[src/rtl/ptt_pkg.sv]
// Package for the periodic timer table: payload structs, codes and the
// controller/datapath command and status structs. No dependencies.
`default_nettype none
package ptt_pkg;
   localparam int NumTimers = 16;
   localparam int SlotW = $clog2(NumTimers);

   localparam logic [1:0] ModeAdd = 2'd0;
   localparam logic [1:0] ModeRemove = 2'd1;
   localparam logic [1:0] ModeTick = 2'd2;
   localparam logic [1:0] ModeUnused = 2'd3;

   localparam logic [1:0] KindAdd = 2'd0;
   localparam logic [1:0] KindRemove = 2'd1;
   localparam logic [1:0] KindExpiry = 2'd2;

   localparam logic [1:0] StatusOk = 2'd0;
   localparam logic [1:0] StatusFull = 2'd1;
   localparam logic [1:0] StatusNotFound = 2'd2;

   typedef struct packed {
      logic [1:0] mode;
      logic [23:0] period_ms;
      logic [15:0] target_handle;
   } req_type;

   typedef struct packed {
      logic [1:0] kind;
      logic [15:0] result_handle;
      logic [1:0] status;
      logic last;
   } rsp_type;

   // controller -> datapath
   typedef struct packed {
      logic load;        // latch request, advance time on tick
      logic scan;        // examine slot at scan index
      logic [SlotW-1:0] idx;
      logic add_write;   // write free slot found by scan
      logic remove_hit;  // clear matched slot
   } cmd_type;

   // datapath -> controller
   typedef struct packed {
      logic valid;       // slot at idx is valid
      logic match;       // slot at idx holds target handle
      logic due;         // slot at idx is due
   } sts_type;
endpackage
`default_nettype wire

[src/rtl/periodic_timer_table.sv]
// Top level of the periodic timer table: controller plus datapath.
// Depends on ptt_pkg, ptt_controller, ptt_datapath.
//
// channel    ports                        handshake
// request    req_payload                  start && !busy
// response   rsp_payload                  rsp_strobe (one cycle, no stall)
//
// One slot of the table is examined per cycle by the controller's scan
// counter: add and remove stop at the first hit, a tick walks all 16 slots
// and then drains the one held expiry, if any.
// The unused mode is dropped in its accept cycle.
// Reset clears the valid bits, time to zero and the handle counter to one.
// The receiver cannot stall; responses leave once per strobe.
`default_nettype none
module periodic_timer_table (
   input  wire logic clock,
   input  wire logic reset,
   input  wire logic start,
   output logic busy,
   input  wire ptt_pkg::req_type req_payload,
   output logic rsp_strobe,
   output ptt_pkg::rsp_type rsp_payload
);
   ptt_pkg::cmd_type cmd;
   ptt_pkg::sts_type sts;
   logic [15:0] handle;
   logic [15:0] next_handle;

   // sequence the scan and build each transaction's responses
   ptt_controller u_ctrl (
      .clock(clock), .reset(reset), .start(start),
      .mode_in(req_payload.mode), .target_in(req_payload.target_handle),
      .sts(sts), .handle_in(handle), .next_handle_in(next_handle),
      .cmd(cmd), .busy(busy), .rsp_strobe(rsp_strobe), .rsp(rsp_payload)
   );

   // hold the slot table, the time and the handle counter
   ptt_datapath u_dp (
      .clock(clock), .reset(reset), .req_in(req_payload), .cmd(cmd),
      .sts(sts), .handle_out(handle), .next_handle_out(next_handle)
   );
endmodule
`default_nettype wire

[src/rtl/ptt_datapath.sv]
// Datapath of the periodic timer table: slot store, time and handle counters.
// Depends on ptt_pkg.
`default_nettype none
module ptt_datapath (
   input  wire logic clock,
   input  wire logic reset,
   input  wire ptt_pkg::req_type req_in,
   input  wire ptt_pkg::cmd_type cmd,
   output ptt_pkg::sts_type sts,
   output logic [15:0] handle_out,
   output logic [15:0] next_handle_out
);
   logic [ptt_pkg::NumTimers-1:0] valid_ff;
   logic [15:0] handle_ff [ptt_pkg::NumTimers];
   logic [23:0] period_ff [ptt_pkg::NumTimers];
   logic [31:0] deadline_ff [ptt_pkg::NumTimers];
   logic [31:0] time_ff;
   logic [15:0] next_handle_ff;
   ptt_pkg::req_type req_ff;
   logic [31:0] diff;

   assign diff = time_ff - deadline_ff[cmd.idx];
   assign sts.valid = valid_ff[cmd.idx];
   assign sts.match = valid_ff[cmd.idx] && handle_ff[cmd.idx] == req_ff.target_handle;
   assign sts.due = valid_ff[cmd.idx] && !diff[31];
   assign handle_out = handle_ff[cmd.idx];
   assign next_handle_out = next_handle_ff;

   always_ff @(posedge clock) begin
      if (cmd.load) req_ff <= req_in;
      if (cmd.add_write) begin
         handle_ff[cmd.idx] <= next_handle_ff;
         period_ff[cmd.idx] <= req_ff.period_ms;
         deadline_ff[cmd.idx] <= time_ff + {8'd0, req_ff.period_ms};
      end else if (cmd.scan && req_ff.mode == ptt_pkg::ModeTick && sts.due) begin
         deadline_ff[cmd.idx] <= time_ff + {8'd0, period_ff[cmd.idx]};
      end
      if (reset) begin
         valid_ff <= '0;
         time_ff <= '0;
         next_handle_ff <= 16'd1;
      end else begin
         if (cmd.load && req_in.mode == ptt_pkg::ModeTick) time_ff <= time_ff + 32'd1;
         if (cmd.add_write) begin
            valid_ff[cmd.idx] <= 1'b1;
            next_handle_ff <= (next_handle_ff == 16'hFFFF) ? 16'd1 : next_handle_ff + 16'd1;
         end
         if (cmd.remove_hit) valid_ff[cmd.idx] <= 1'b0;
      end
   end
endmodule
`default_nettype wire

[src/rtl/ptt_controller.sv]
// Controller of the periodic timer table: slot scan sequencer and response
// formatting. Depends on ptt_pkg.
`default_nettype none
module ptt_controller (
   input  wire logic clock,
   input  wire logic reset,
   input  wire logic start,
   input  wire logic [1:0] mode_in,
   input  wire logic [15:0] target_in,
   input  wire ptt_pkg::sts_type sts,
   input  wire logic [15:0] handle_in,
   input  wire logic [15:0] next_handle_in,
   output ptt_pkg::cmd_type cmd,
   output logic busy,
   output logic rsp_strobe,
   output ptt_pkg::rsp_type rsp
);
   typedef enum logic [1:0] {Idle, Scan, Flush} state_type;
   state_type state_ff;
   logic [1:0] mode_ff;
   logic [15:0] target_ff;
   logic [ptt_pkg::SlotW-1:0] idx_ff;
   logic last_slot;
   // one expiry is held back so that its last flag can be set at scan end
   logic pend_ff;
   ptt_pkg::rsp_type pend_rsp_ff;
   logic strobe_ff;
   ptt_pkg::rsp_type rsp_ff;

   assign last_slot = idx_ff == ptt_pkg::SlotW'(ptt_pkg::NumTimers - 1);
   assign busy = state_ff != Idle;
   assign rsp_strobe = strobe_ff;
   assign rsp = rsp_ff;

   always_comb begin
      cmd.load = start && state_ff == Idle;
      cmd.scan = state_ff == Scan;
      cmd.idx = idx_ff;
      cmd.add_write = state_ff == Scan && mode_ff == ptt_pkg::ModeAdd && !sts.valid;
      cmd.remove_hit = state_ff == Scan && mode_ff == ptt_pkg::ModeRemove && sts.match;
   end

   always_ff @(posedge clock) begin
      if (reset) begin
         state_ff <= Idle;
         pend_ff <= 1'b0;
         idx_ff <= '0;
         strobe_ff <= 1'b0;
      end else begin
         case (state_ff)
            Idle: begin
               idx_ff <= '0;
               pend_ff <= 1'b0;
               strobe_ff <= 1'b0;
               if (start) begin
                  mode_ff <= mode_in;
                  target_ff <= target_in;
                  state_ff <= (mode_in == ptt_pkg::ModeUnused) ? Idle : Scan;
               end
            end
            Scan: begin
               idx_ff <= idx_ff + ptt_pkg::SlotW'(1);
               if (cmd.add_write) begin
                  strobe_ff <= 1'b1;
                  rsp_ff <= '{ptt_pkg::KindAdd, next_handle_in, ptt_pkg::StatusOk, 1'b1};
                  state_ff <= Idle;
               end else if (cmd.remove_hit) begin
                  strobe_ff <= 1'b1;
                  rsp_ff <= '{ptt_pkg::KindRemove, target_ff, ptt_pkg::StatusOk, 1'b1};
                  state_ff <= Idle;
               end else if (mode_ff == ptt_pkg::ModeTick) begin
                  strobe_ff <= sts.due && pend_ff;
                  if (sts.due) begin
                     if (pend_ff) rsp_ff <= pend_rsp_ff;
                     pend_ff <= 1'b1;
                     pend_rsp_ff <= '{ptt_pkg::KindExpiry, handle_in, ptt_pkg::StatusOk, 1'b0};
                  end
                  if (last_slot) state_ff <= Flush;
               end else if (last_slot) begin
                  strobe_ff <= 1'b1;
                  if (mode_ff == ptt_pkg::ModeAdd)
                     rsp_ff <= '{ptt_pkg::KindAdd, 16'd0, ptt_pkg::StatusFull, 1'b1};
                  else
                     rsp_ff <= '{ptt_pkg::KindRemove, 16'd0, ptt_pkg::StatusNotFound, 1'b1};
                  state_ff <= Idle;
               end else begin
                  strobe_ff <= 1'b0;
               end
            end
            Flush: begin
               strobe_ff <= pend_ff;
               if (pend_ff)
                  rsp_ff <= '{pend_rsp_ff.kind, pend_rsp_ff.result_handle,
                              pend_rsp_ff.status, 1'b1};
               pend_ff <= 1'b0;
               state_ff <= Idle;
            end
            default: begin
               strobe_ff <= 1'b0;
               state_ff <= Idle;
            end
         endcase
      end
   end
endmodule
`default_nettype wire

[config.mk]
export PLATFORM = sky130hd
export DESIGN_NAME = periodic_timer_table
export DESIGN_NICKNAME = d
export VERILOG_FILES = /design/src/rtl/ptt_pkg.sv /design/src/rtl/periodic_timer_table.sv /design/src/rtl/ptt_datapath.sv /design/src/rtl/ptt_controller.sv
export SDC_FILE = /design/constraint.sdc
export NUM_CORES = 1
export LEC_CHECK = 0
export BUFFER_PORTS_ARGS = -buffer_cell sky130_fd_sc_hd__buf_2
export CAP_MARGIN = 20
export CELL_PAD_IN_SITES_DETAIL_PLACEMENT = 2
export CELL_PAD_IN_SITES_GLOBAL_PLACEMENT = 2
export CORE_ASPECT_RATIO = 0.8
export CORE_MARGIN = 10
export CORE_UTILIZATION = 43
export CTS_CLUSTER_DIAMETER = 100
export DETAILED_ROUTE_END_ITERATION = 10
export GPL_TIMING_DRIVEN = 0
export HOLD_SLACK_MARGIN = 0.12
export MAX_ROUTING_LAYER = met4
export PLACE_DENSITY_LB_ADDON = 0.1
export SLEW_MARGIN = 40
export SYNTH_ARGS = -nofsm -noshare
export SYNTH_HDL_FRONTEND = slang
export SYNTH_SLANG_ARGS = --single-unit
[constraint.sdc]
create_clock -name clock -period 15.3 [get_ports clock]
set_input_delay 2.295 -clock clock [delete_from_list [all_inputs] [get_ports clock]]
set_output_delay 2.295 -clock clock [all_outputs]
set_load 0.01 [all_outputs]
==> After elaboration in Yosys (flattened, before gate mapping) <==
Memories as Yosys holds them, arrays and structs flattened. A register that Yosys moved wholly into a read port is not among the register bits.
Cells that the tools add are included.
W data, S select, Z words.
{ "word_totals": {"reg_bits": 169, "latchBits": 0, "ram_bits": 1152, "romBits": 0, "input_bits": 45, "out_inout_bits": 23, "elab_cells": 129, "n_memories": 3} }
{ "classes": {"addsub": 6, "mul": 0, "div": 0, "order_cmp": 2, "eq_ne": 20, "n_shift": 0, "n_mux": 48, "bitwise": 7, "reduce_logical": 26} }
{ "mem_list": {"columns": ["name", "depth", "width", "read_ports", "rd_clocked_by_memory_dff", "wr", "line_no", "text"], "rows": [
  ["u_dp.deadline_ff", 16, 32, 1, 1, 1, "ptt_datapath.sv:16", "logic [31:0] deadline_ff [ptt_pkg::NumTimers];"],
  ["u_dp.period_ff", 16, 24, 1, 1, 1, "ptt_datapath.sv:15", "logic [23:0] period_ff [ptt_pkg::NumTimers];"],
  ["u_dp.handle_ff", 16, 16, 1, 1, 1, "ptt_datapath.sv:14", "logic [15:0] handle_ff [ptt_pkg::NumTimers];"]
]} }
{ "op_table": {"columns": ["op", "count"], "rows": [
  ["$mux W21", 7],
  ["$add A32 B24 Y32", 2],
  ["$mux W16", 4],
  ["$pmux W21 S2", 1],
  ["$add A32 B1 Y32 const B", 1],
  ["$mux W32", 1],
  ["$sub A32 B32 Y32", 1],
  ["$mux W4", 6],
  ["$mux W20", 1],
  ["$add A16 B1 Y16 const B", 1],
  ["$and A16 B16 Y16", 1],
  ["$eq A16 B16 Y1", 1],
  ["$eq A16 B16 Y1 const B", 1],
  ["$mux W1", 16],
  ["$not A16 Y16", 1],
  ["$or A16 B16 Y16", 1],
  ["$ne A5 B5 Y1 const B", 3],
  ["$logic_and A1 B1 Y1", 12],
  ["$mux W2", 6],
  ["$reduce_and A6 Y1", 2],
  ["$eq A2 B2 Y1 const B", 5],
  ["$ne A2 B2 Y1 const B", 5],
  ["$pmux W4 S2", 1],
  ["$reduce_bool A2 Y1", 4],
  ["19 further kinds", 25]
]} }

==> Depth between registers and ports, before layout <==
{ "depth": {"depth_word": 9, "mapped_depth": 33, "ltp_nobuf": 24} }

==> Hierarchy <==
Synthesis repeated with hierarchy kept, for this count alone.
{ "unflattened": {"hier_cells": 2510, "area_unflattened_um2": 52651.7} }
{ "by_module_without_submodules": {"columns": ["module", "n_inst", "cells_each", "area_per_inst_um2", "seq_area_each_um2"], "rows": [
  ["ptt_datapath", 1, 2325, 50008.0, 37135.6],
  ["ptt_controller", 1, 185, 2643.8, 1811.7]
]} }

==> Worst setup path before layout <==
Ideal clock, no wire load.
{ "synth_timing": {"path_type": "flip-flop to flip-flop", "start": "register (tool-made name)", "end": "memory u_dp.deadline_ff[0][27], data pin", "setup_time_ns": 0.297, "arrival_time_ns": 7.789, "t_required_ns": 15.003, "slack_ns": 7.214, "stages_incl_launch_ff": 33, "n_path_buf": 9, "period_less_slack_ns": 8.086, "path_cell_list": "dfxtp_1 buf_6 buf_4 buf_4 buf_4 buf_2 buf_4 buf_4 buf_2 mux4_2 mux4_2 inv_1 ha_1 nand4_1 nor4_1 o311ai_0 o22ai_1 nor3_1 xnor2_1 nand2b_1 nor3_4 buf_4 mux2_2 ha_1 a21o_1 a21oi_1 o21ai_0 a311oi_1 o211ai_1 a211oi_1 o21ai_0 nand4_1 xnor2_1"} }
{ "synth_lines": {"columns": ["item", "line_no"], "rows": [
  ["end, declared", "ptt_datapath.sv:16"]
]} }

==> results.sh <==
export IMPL_synth_distinct_cells=77
export IMPL_gp_congestion=0.783
export IMPL_wl_per_cell_um=35.1
export IMPL_worst_setup_path_end_kind="flop"
export IMPL_cts_buffers=138
export IMPL_p_sw_share_pct=21.7
export IMPL_maxSlewHeadroom_pct=42.0
export IMPL_clock_sinks=1325
export IMPL_die_area_mm2=0.138
export IMPL_slowest_stage="nor3_1"
export IMPL_cap_viol_max_count=0
export IMPL_internal_power_mw=5.94
export IMPL_core_area_mm2=0.123
export IMPL_critPathArrivalTime_ns=12.98
export IMPL_yosysWarnings=0
export IMPL_synth_fp_nets=2702
export IMPL_grt_busiest_layer="met2"
export IMPL_drtIter0Drc=3213
export IMPL_holdCritStartpoint="u_dp.valid_ff[12]"
export IMPL_start_util_pct=43.2
export IMPL_final_cells=4679
export IMPL_grt_pass1_wl_um=234000
export IMPL_htree_levels=4
export IMPL_vias=27986
export IMPL_antenna_found_initial=6
export IMPL_synth_edff_count=1249
export IMPL_irDropWorstVdd_uv=121
export IMPL_final_common_cell="edfxtp_1"
export IMPL_syn_inst=2592
export IMPL_syn_to_final_growth_pct=18.1
export IMPL_cts_tree="done"
export IMPL_synth_seq_cells=1325
export IMPL_via_per_inst=5.98
export IMPL_cts_hold_buffers_added=0
export IMPL_fin_crit_sh_pct=81.9
export IMPL_pwr_share_comb_pct=3.9
export IMPL_drc=0
export IMPL_rsz0062_at_grt="no"
export IMPL_track_usage_pct=24.5
export IMPL_status="finished, final reports clean"
export IMPL_cp_common_cell="buf_4"
export IMPL_die_height_um=334
export IMPL_holdPathStages=2
export IMPL_p_seq_share_pct=53.0
export IMPL_placed_cells=4421
export IMPL_hold_path_endpoint="u_dp.valid_ff[12]"
export IMPL_drive_gt1_share_pct=30.7
export IMPL_die_x_um=412
export IMPL_grt_overflow_total=0
export IMPL_ys_flop_type="edfxtp_1"
export IMPL_async_flop_share_pct=0
export IMPL_synth_top_area_share_pct=70.8
export IMPL_multi_input_area_mm2=0.0136
export IMPL_first_pass_iters=5
export IMPL_worstHoldPathType="reg2reg"
export IMPL_gr_usage_met3_pct=5.76
export IMPL_path_clk_slew_ns=0.06
export IMPL_wirelength_um=164000
export IMPL_clk_latency_ns=0.78
export IMPL_num_io_pins=68
export IMPL_final_setup_viol_count=0
export IMPL_required_ns=15.76
export IMPL_ys_seq_area_share_pct=73.7
export IMPL_leakage_nw=20.4
export IMPL_grt_max_degree=30
export IMPL_cts_setup_buffers=0
export IMPL_cpLargestDelayFamily="compound AO/OA/AOI/OAI gates"
export IMPL_gr_usage_met1_pct=33.4
export IMPL_grt_pass1_vias=30431
export IMPL_ff_latch_area_mm2=0.0390
export IMPL_clkPwrFrac_pct=43.1
export IMPL_power_density_mw_per_mm2=121
export IMPL_rrSetupSlack_ns=2.77
export IMPL_dp_hpwl_um=113000
export IMPL_tightest_slew_ns=0.864
export IMPL_synth_largest_area_cell="edfxtp_1"
export IMPL_path_max_fanout=16
export IMPL_synth_top_cells_by_area="edfxtp_1 71%, mux4_2 14%, dfxtp_1 2.9%, ha_1 1.5%, mux2i_1 0.81%"
export IMPL_core_rowCount=115
export IMPL_slowest_delay_ns=0.79
export IMPL_crit_buf_inv=10
export IMPL_timing_fmax_mhz=79.8
export IMPL_crit_path_start_kind="flop"
export IMPL_nets=3034
export IMPL_ctsRootBufferMaster="clkbuf_16"
export IMPL_finalMaxSlewViolations=0
export IMPL_synthesis_area_mm2=0.0529
export IMPL_fin_crit_ns=12.53
export IMPL_dpl_cell_area_mm2=0.0582
export IMPL_clk_path_buf_depth=3
export IMPL_fin_area_mm2=0.0625
export IMPL_power_switching_mw=1.65
export IMPL_drtAntennaViolNets=0
export IMPL_r2r_end="u_dp.deadline_ff[12][27]"
export IMPL_tns_ns=0
export IMPL_clock_skew_ns=0.0370
export IMPL_n_fill_cell=10629
export IMPL_grtUsageMet2_pct=37.2
export IMPL_worstSetupPathType="reg2reg"
export IMPL_cts_resized=0
export IMPL_finalHoldViolations=0
export IMPL_hold_slack_ns=0.505
export IMPL_io_buffers=66
export IMPL_avgSynthCellArea_um2=20.4
export IMPL_layout_common_cells="1249 x edfxtp_1, 330 x mux4_2, 143 x clkbuf_16"
export IMPL_reg2reg_depth=32
## synthesized netlist by cell type (all sizes together), types with 26 or more instances
cell type  number
buf            66
a21o           36
mux2           38
a21oi          56
ha             64
mux2i          44
o21ai          26
mux4          337
edfxtp       1249
clkbuf         61
nand4          26
dfxtp          76
inv            50
nand2          68
xor2           42
xnor2          46
nor2           98
## logic make-up (layout without fill, tap and decap cells)
logic type / count (synthesis) / after routing / synth area share (%)
AOI/OAI and AO/OA: 219 / 219 / 2.81
xor gates and xnor gates: 88 / 88 / 1.47
adders and majority gates: 65 / 65 / 1.55
buffers and inverters: 177 / 620 / 1.64
DFF: 1325 / 1325 / 73.7
muxes: 419 / 419 / 16.0
other: 0 / 6 / 0
and+or+nand+nor: 299 / 299 / 2.79
## flip-flops by register name, indices dropped and copies added, names as in the netlist, named ones only
register	flops
u_ctrl.state_ff	2
u_dp.handle_ff	256
u_dp.req_ff	42
u_ctrl.rsp_strobe	1
u_dp.next_handle_out	16
u_ctrl.pend_ff	1
u_ctrl.rsp	21
u_dp.time_ff	32
u_ctrl.idx_ff	4
u_dp.valid_ff	16
u_dp.deadline_ff	512
u_ctrl.mode_ff	2
u_ctrl.pend_rsp_ff	16
u_ctrl.target_ff	16
u_dp.period_ff	384
## worst reg2reg max path, delay by kind of cell (launching register included)
| family | cells | cell delay (ns) |
|---|---|---|
| simple gates | 4 | 2.07 |
| flops | 1 | 0.32 |
| mux | 3 | 1.54 |
| buf+inv | 10 | 3.20 |
| fa+ha+maj | 2 | 0.55 |
| xor+xnor | 2 | 0.89 |
| compound gates | 11 | 3.65 |
## through the flow
stage	power, mW	setup slack (ns)	util [%]
after CTS	7.66	2.57	50.9
after global routing	7.83	2.07	51.0
after detailed placement	4.39	2.69	47.4
after floorplan	4.26	7.21	-
after global placement	4.36	2.31	45.1
final	7.58	2.77	51.0
## worst max path at each step
stage / end / start / cells after the start / slack (ns)
2_1_floorplan: u_dp.deadline_ff[0][27] / flop / 32 / 7.21
3_3_place_gp: u_dp.deadline_ff[0][4] / flop / 18 / 2.31
3_5_place_dp: u_dp.deadline_ff[0][27] / flop / 32 / 2.69
4_1_cts: u_dp.deadline_ff[2][27] / flop / 32 / 2.57
5_1_grt: u_dp.deadline_ff[2][27] / flop / 32 / 2.07
6_report: u_dp.deadline_ff[12][27] / flop / 32 / 2.77
## cell type report
type | count | share of cell area, %
multi-input cells | 1090 | 21.8
plain buffers | 127 | 1.15
well taps | 1638 | 3.28
clock buffers | 182 | 6.09
flip-flops and latches | 1325 | 62.4
inverters | 50 | 0.308
repair buffers | 192 | 4.11
diodes | 6 | 0.0240
clock inverters | 69 | 0.772
## routing by layer
metal	up-vias	routed length (um)
li1	11345	-
met1	15375	70000
met2	1082	78200
met3	184	12400
met4	0	3510
met5	-	0
## power groups by stage
stage / clock network [mW] / registers (mW) / logic (mW)
floorplan: 0 / 4.08 / 0.176
CTS: 3.34 / 4.02 / 0.298
global placement: 0 / 4.09 / 0.270
finish: 3.27 / 4.02 / 0.295
detailed placement: 0 / 4.10 / 0.296
global route: 3.49 / 4.02 / 0.317
Power figures use the tool's default switching activity.
